--- src/rtl/core/cke_pkg.sv ---
// ----------------------------------------------------------------------------
// cke_pkg
// Shared types, character codes, elaboration-time helpers and the key
// reduction function of the column keyed text encoder.
// ----------------------------------------------------------------------------
package cke_pkg;

   localparam int NUM_BASE = 1000000;
   localparam int BASE_W   = 20;

   localparam int          MUL_W       = 32;
   localparam logic [31:0] RECIP_MUL   = 32'hCCCCCCCD;
   localparam int          RECIP_SHIFT = 35;

   localparam logic [7:0] CH_HASH    = 8'h23;
   localparam logic [7:0] CH_MINUS   = 8'h2D;
   localparam logic [7:0] CH_SLASH   = 8'h2F;
   localparam logic [7:0] CH_DIGIT_0 = 8'h30;
   localparam logic [7:0] CH_DIGIT_1 = 8'h31;
   localparam logic [7:0] CH_DIGIT_2 = 8'h32;
   localparam logic [7:0] CH_DIGIT_3 = 8'h33;
   localparam logic [7:0] CH_DIGIT_4 = 8'h34;
   localparam logic [7:0] CH_DIGIT_5 = 8'h35;
   localparam logic [7:0] CH_DIGIT_6 = 8'h36;
   localparam logic [7:0] CH_DIGIT_9 = 8'h39;
   localparam logic [7:0] CH_BANG    = 8'h21;
   localparam logic [7:0] CH_QUEST   = 8'h3F;
   localparam logic [7:0] CH_COMMA   = 8'h2C;
   localparam logic [7:0] CH_SEMI    = 8'h3B;
   localparam logic [7:0] CH_COLON   = 8'h3A;
   localparam logic [7:0] CH_PERCENT = 8'h25;
   localparam logic [7:0] CH_UPPER_A = 8'h41;
   localparam logic [7:0] CH_UPPER_Z = 8'h5A;
   localparam logic [7:0] CH_LOWER_A = 8'h61;
   localparam logic [7:0] CH_LOWER_Z = 8'h7A;

   localparam logic [4:0] ALPHA_LEN = 5'd26;

   typedef struct packed {
      logic [7:0] char_in;
      logic       end_of_message;
   } req_payload_type;

   typedef struct packed {
      logic [7:0] char_out;
      logic       last_out;
      logic       message_done;
   } rsp_payload_type;

   typedef struct packed {
      logic [7:0] column_key;
   } csr_payload_type;

   typedef struct packed {
      logic [7:0] mapped;
      logic       is_digit;
      logic [3:0] digit;
      logic [4:0] next_shift;
   } char_info_type;

   typedef enum logic [3:0] {
      ST_IDLE,
      ST_CONV,
      ST_HASH_A,
      ST_LEN_TENS,
      ST_LEN_ONES,
      ST_HASH_B,
      ST_SIGN,
      ST_DIGIT,
      ST_HASH_C,
      ST_CHAR
   } top_state_type;

   typedef enum logic [1:0] {
      DGT_IDLE,
      DGT_MUL,
      DGT_SUB
   } dgt_state_type;

   function automatic int pow10(input int n);
      int v;
      v = 1;
      for (int i = 0; i < n; i++) begin
         v = v * 10;
      end
      return v;
   endfunction

   function automatic int dec_digits(input int x);
      int n;
      int v;
      n = 1;
      v = x / 10;
      while (v != 0) begin
         n = n + 1;
         v = v / 10;
      end
      return n;
   endfunction

   // k mod 26 for an 8-bit k through a reciprocal estimate
   function automatic logic [4:0] key_mod26(input logic [7:0] k);
      logic [14:0] prod;
      logic [3:0]  quo;
      logic [7:0]  rem;
      prod = 15'(k) * 15'd79;
      quo  = prod[14:11];
      rem  = k - 8'((quo << 4) + (quo << 3) + (quo << 1));
      if (rem >= 8'(ALPHA_LEN)) begin
         rem = rem - 8'(ALPHA_LEN);
      end
      return rem[4:0];
   endfunction

endpackage

--- src/rtl/core/cke_char_map.sv ---
// ----------------------------------------------------------------------------
// cke_char_map
// Per-byte mapping: letter rotation, punctuation to digit, digit detection
// and the letter shift for the following byte.
// ----------------------------------------------------------------------------
module cke_char_map
   import cke_pkg::*;
(
   input  logic [7:0]    char_in,
   input  logic [4:0]    shift,
   input  logic [4:0]    key_mod,
   output char_info_type info
);

   logic       is_upper;
   logic       is_lower;
   logic [7:0] base_char;
   logic [4:0] rot_off;
   logic [5:0] rot_sum;
   logic [4:0] rot_mod;
   logic [5:0] adv_sum;
   logic [4:0] adv_mod;

   always_comb begin
      is_upper  = char_in inside {[CH_UPPER_A:CH_UPPER_Z]};
      is_lower  = char_in inside {[CH_LOWER_A:CH_LOWER_Z]};
      base_char = is_upper ? CH_UPPER_A : CH_LOWER_A;
      rot_off   = 5'(char_in - base_char);
      rot_sum   = {1'b0, rot_off} + {1'b0, shift};
      rot_mod   = (rot_sum >= 6'(ALPHA_LEN)) ? 5'(rot_sum - 6'(ALPHA_LEN)) : rot_sum[4:0];
      adv_sum   = {1'b0, shift} + {1'b0, key_mod};
      adv_mod   = (adv_sum >= 6'(ALPHA_LEN)) ? 5'(adv_sum - 6'(ALPHA_LEN)) : adv_sum[4:0];

      info.mapped     = char_in;
      info.is_digit   = char_in inside {[CH_DIGIT_0:CH_DIGIT_9]};
      info.digit      = char_in[3:0];
      info.next_shift = shift;

      if (is_upper || is_lower) begin
         info.mapped     = base_char + {3'b000, rot_mod};
         info.next_shift = adv_mod;
      end else if (char_in == CH_SLASH) begin
         info.next_shift = key_mod;
      end else begin
         case (char_in)
            CH_BANG:    info.mapped = CH_DIGIT_1;
            CH_QUEST:   info.mapped = CH_DIGIT_2;
            CH_COMMA:   info.mapped = CH_DIGIT_3;
            CH_SEMI:    info.mapped = CH_DIGIT_4;
            CH_COLON:   info.mapped = CH_DIGIT_5;
            CH_PERCENT: info.mapped = CH_DIGIT_6;
            default:    info.mapped = char_in;
         endcase
      end
   end

endmodule

--- config.mk ---
export PLATFORM = sky130hd
export DESIGN_NAME = cke_char_map
export DESIGN_NICKNAME = d
export VERILOG_FILES = /design/src/rtl/core/cke_pkg.sv /design/src/rtl/core/cke_char_map.sv
export SDC_FILE = /design/constraint.sdc
export NUM_CORES = 1
export LEC_CHECK = 0
export CAP_MARGIN = 20
export CORE_MARGIN = 3
export CORE_UTILIZATION = 40
export DETAILED_ROUTE_END_ITERATION = 10
export DONT_BUFFER_PORTS = 1
export PLACE_DENSITY = 0.53
export SLEW_MARGIN = 20
export SYNTH_ARGS = -nofsm -noshare
export SYNTH_HDL_FRONTEND = slang
export SYNTH_SLANG_ARGS = --single-unit
--- constraint.sdc ---
create_clock -name vclk -period 3.32
set_clock_uncertainty 0.05 [all_clocks]
set_input_delay 0.166 -clock vclk [all_inputs]
set_output_delay 0.166 -clock vclk [all_outputs]
set_load 0.005 [all_outputs]
* Word-level counts from Yosys, hierarchy flattened
Cells that the tools add are included.
Cells by class: mux-type cells 8, eq/ne operators 7, $lt $le $gt $ge 8, add/subtract/negate cells 6, reductions and logical operators 4
Operator list (count):
- $eq A8 B6 Y1 const B | 7
- $pmux W8 S6 | 1
- $mux W5 | 4
- $ge A8 B7 Y1 const B | 2
- $le A8 B7 Y1 const B | 2
- $mux W8 | 2
- $add A5 B5 Y6 | 2
- $ge A6 B5 Y1 const B | 2
- $sub A5 B5 Y5 const B | 2
- $add A7 B5 Y8 | 1
- $ge A8 B6 Y1 const B | 1
- $le A8 B6 Y1 const B | 1
- $mux W6 | 1
- $sub A5 B5 Y5 | 1
- $logic_and A1 B1 Y1 | 3
- $logic_or A1 B1 Y1 | 1
Storage, ports and cells: bits of input ports 18, output and inout bits 18, register bits after elaboration 0

* Logic depth before layout (Yosys ltp)
depth in word-level cells 9, depth in mapped cells 14, mapped depth without buffers 14

* Worst setup path before layout
No wires, ideal clock.
path kind input to output, from input port char_in[2], to output port info[14] (netlist bit), path slack 0.188 ns, buffers on the path 1, stages on the path 14, data required time 3.104 ns, arrival time 2.916 ns, cells stage by stage clkbuf_1 nor3_1 xor2_1 ha_1 a21o_1 o21a_4 nor4_4 a21oi_1 mux2i_1 ha_1 inv_1 a221o_1 o211ai_2 a31o_1
RTL lines:
- start: declaration | line cke_char_map.sv:9 | input logic [7:0] char_in,
- end: declaration | line cke_char_map.sv:12 | output char_info_type info

==> Flow_metrics.wiki <==
{| class="wikitable"
! Metric !! Value
|-
| Fraction of final layout cells sized beyond drive strength 1 || 0.1200
|-
| Crit share post-route || 0.9427
|-
| Final hold violation count || 0
|-
| Worst-Margin Slew || between 0.7 and 0.8 ns
|-
| Basic-gate share of the synthesized area counting and, or, nand and nor cells || 0.2340
|-
| Effective utilization at floorplan || 0.4203
|-
| Clock buffer count in the final layout || 0
|-
| Via count || roughly 1300
|-
| Height of the die || 62.87 um
|-
| Largest delay contributor family on the critical path || adder cells
|-
| Multi-input gate area || 0.001197 mm2
|-
| Cell occurring most often along the worst timing path || sky130_fd_sc_hd__inv_1
|-
| Worst EP arrival || roughly 2.9 ns
|-
| Final core occ || 0.4313
|-
| Most numerous cell in the Yosys netlist || sky130_fd_sc_hd__a21oi_1
|-
| CP bufs+invs || 3
|-
| Final #Nets || 216
|-
| DP HPWL || 2955 um
|-
| Area fraction in compound gates after synthesis || 0.3279
|-
| Maximum number of pins on one net before global-route repair || 17
|-
| Chain of cells forming the critical path || inv_1 > ha_1 > inv_1 > fa_1 > and3_4 > o21a_4 > nor4_4 > a21oi_2 > mux2i_1 > ha_2 > inv_1 > a221o_1 > o211ai_2 > a31o_1
|-
| Crit-path max cell delay || 0.43 ns
|-
| Slowest stage cell, crit path || sky130_fd_sc_hd__fa_1
|-
| Slew Limit Fails || 0
|-
| Netlist area before placement || 0.001294 mm2
|-
| Class of the tightest hold or removal check || input pin to output pin
|-
| Register area share after synthesis || 0
|-
| FF+latch area || 0 um2
|-
| Num rows || 20
|-
| Wire length of the first global-routing pass || 5692 um
|-
| Synth top cells by count || sky130_fd_sc_hd__a21oi_1 (20), sky130_fd_sc_hd__ha_1 (19), sky130_fd_sc_hd__inv_1 (16), sky130_fd_sc_hd__o21ai_0 (12)
|-
| DRT iter0 DRCs || 57
|-
| Total Routing Usage GR || 0.1689
|-
| Worst Path Class, Setup || input pin to output pin
|-
| Leakage power summed over all cells || 0.5604 nW
|-
| Endpoint kind of the worst setup timing path || output pin
|-
| GRT Residual Overflow || 0
|-
| Number of maximum-capacitance constraint violations || 0
|-
| Worst hold margin || roughly 0.28 ns
|-
| Post-Synth XOR/XNOR Area || 0.07447
|-
| GR Util met3 || 0.01619
|-
| Core area || about 0.003 mm2
|-
| Dominant combinational cell family by area after synthesis || compound AO/OA/AOI/OAI gates
|-
| Total negative setup slack || 0 ns
|-
| Fmax || between 300 and 400 MHz
|-
| Placer congestion estimate || roughly 0.8
|-
| Mean number of vias per cell || just under 6
|-
| Average size of a mapped cell || approximately 7.1 um2
|-
| Number of buffers inserted for hold repair after clock tree synthesis || 0
|-
| Mux cell area share after synthesis || 0.06480
|-
| Drt drc || 0
|-
| Die X-Extent || around 63 um
|-
| Ports || 36
|-
| Wire length per cell || 15.64 um
|-
| Worst Path Max Fanout || 6
|-
| Die area || 0.003953 mm2
|-
| Cells taking the most area after synthesis || sky130_fd_sc_hd__ha_1 (18%), sky130_fd_sc_hd__a21oi_1 (7.7%), sky130_fd_sc_hd__xnor2_1 (4.7%), sky130_fd_sc_hd__o21ai_0 (4.6%), sky130_fd_sc_hd__inv_1 (4.6%)
|-
| Number of filler instances in the final layout || 342
|-
| Yosys cell types || 49
|-
| Startpoint types || input pin
|-
| Antenna viol nets, final || 0
|-
| Count of sequential standard cells || 0
|-
| Worst rel slew slack || 0.5201
|-
| 1st-pass router iterations || 4
|-
| Number of I/O port buffers || 0
|-
| Min cycle time layout || between 3 and 4 ns
|-
| Worst EP required || between 3 and 4 ns
|-
| Number of global-route vias before repair || about 1300
|-
| Result of the run || completed
|-
| Gate count of the mapped netlist || between 150 and 200
|-
| Layout Area Growth over Synthesis || 2.611%
|-
| Wire length reported by the detailed router || around 3400 um
|-
| Global-route layer with the greatest usage || met2
|-
| Power per Cell Area || ~250 mW/mm2
|-
| YS warnings || 0
|-
| N_diodes || 0
|-
| Count of final setup violators || 0
|-
| Antenna violations before repair || 0
|-
| Area fraction of the dominant cell type after synthesis || 0.1838
|-
| Syn_nets || between 200 and 250
|-
| Worst-case vdd ir drop || between 0.1 and 0.15 mV
|-
| Dominant cell type by area after synthesis || sky130_fd_sc_hd__ha_1
|-
| Met2 routing resource usage after global routing || 0.3096
|-
| Met1 Resource Use GR || 0.2210
|-
| Post-synthesis adder-cell area fraction || 0.2147
|}
final cells by class:
| type | instances | share of cell area |
|---|---|---|
| Tap cell | 44 | 0.04147 |
| Multi-Input combinational cell | 157 | 0.9020 |
| Inverter | 16 | 0.04524 |
| Timing Repair Buffer | 2 | 0.01131 |
path summary, 6_finish.rpt:
kind                       start        to  cells after the start
worst max-delay path  char_in[0]  info[14]                     14
worst min-delay path  char_in[2]   info[7]                      0
metal layers:
metal,wire length (um),up-vias
met5,0,-
met4,17,0
met3,136,2
met2,1681,31
met1,1590,595
li1,-,647
kinds of logic after synthesis:
kind of cell | after synthesis
AOI/OAI and AO/OA | 62
and+or+nand+nor | 55
buffers and inverters | 24
adders and majority gates | 21
xor gates and xnor gates | 11
muxes | 8
per-stage QoR:
stage / cell area, um2 / total power (W) / cells / worst slack [ns]
2_1_floorplan: 1294 / 0.0002725 / 181 / 0.1881
3_3_place_gp: 1315 / 0.0003201 / 219 / 0.2129
3_5_place_dp: 1315 / 0.0003262 / 219 / 0.1672
4_1_cts: 1315 / 0.0003282 / 219 / 0.1624
5_1_grt: 1328 / 0.0003730 / 219 / -0.0004525
6_report: 1328 / 0.0003320 / 219 / 0.1904
cell usage in the layout, fill, tap and decap left out, types with 4 or more instances in the layout:
cell,n
sky130_fd_sc_hd__mux2i_1,5
sky130_fd_sc_hd__a211oi_1,4
sky130_fd_sc_hd__xor2_1,4
sky130_fd_sc_hd__nor2b_1,6
sky130_fd_sc_hd__nor3_1,5
sky130_fd_sc_hd__a21oi_1,18
sky130_fd_sc_hd__nand2_1,11
sky130_fd_sc_hd__inv_1,16
sky130_fd_sc_hd__xnor2_1,7
sky130_fd_sc_hd__ha_1,17
sky130_fd_sc_hd__nand2b_1,4
sky130_fd_sc_hd__o21ai_0,12
sky130_fd_sc_hd__nor2_1,11
sky130_fd_sc_hd__nand3_1,6
power by group:
part           internal, W  switching (W)  total (W)
clock                    0              0          0
combinational     0.000140       0.000192   0.000332
sequential               0              0          0
repair_timing:
action / 4_1_cts / 5_1_grt
setup buffers: 0 / 0
endpoints found under the setup margin: 0 / 2
resized for setup: 0 / 4
endpoints found under the hold margin: 0 / 0
Power figures use the tool's default switching activity.
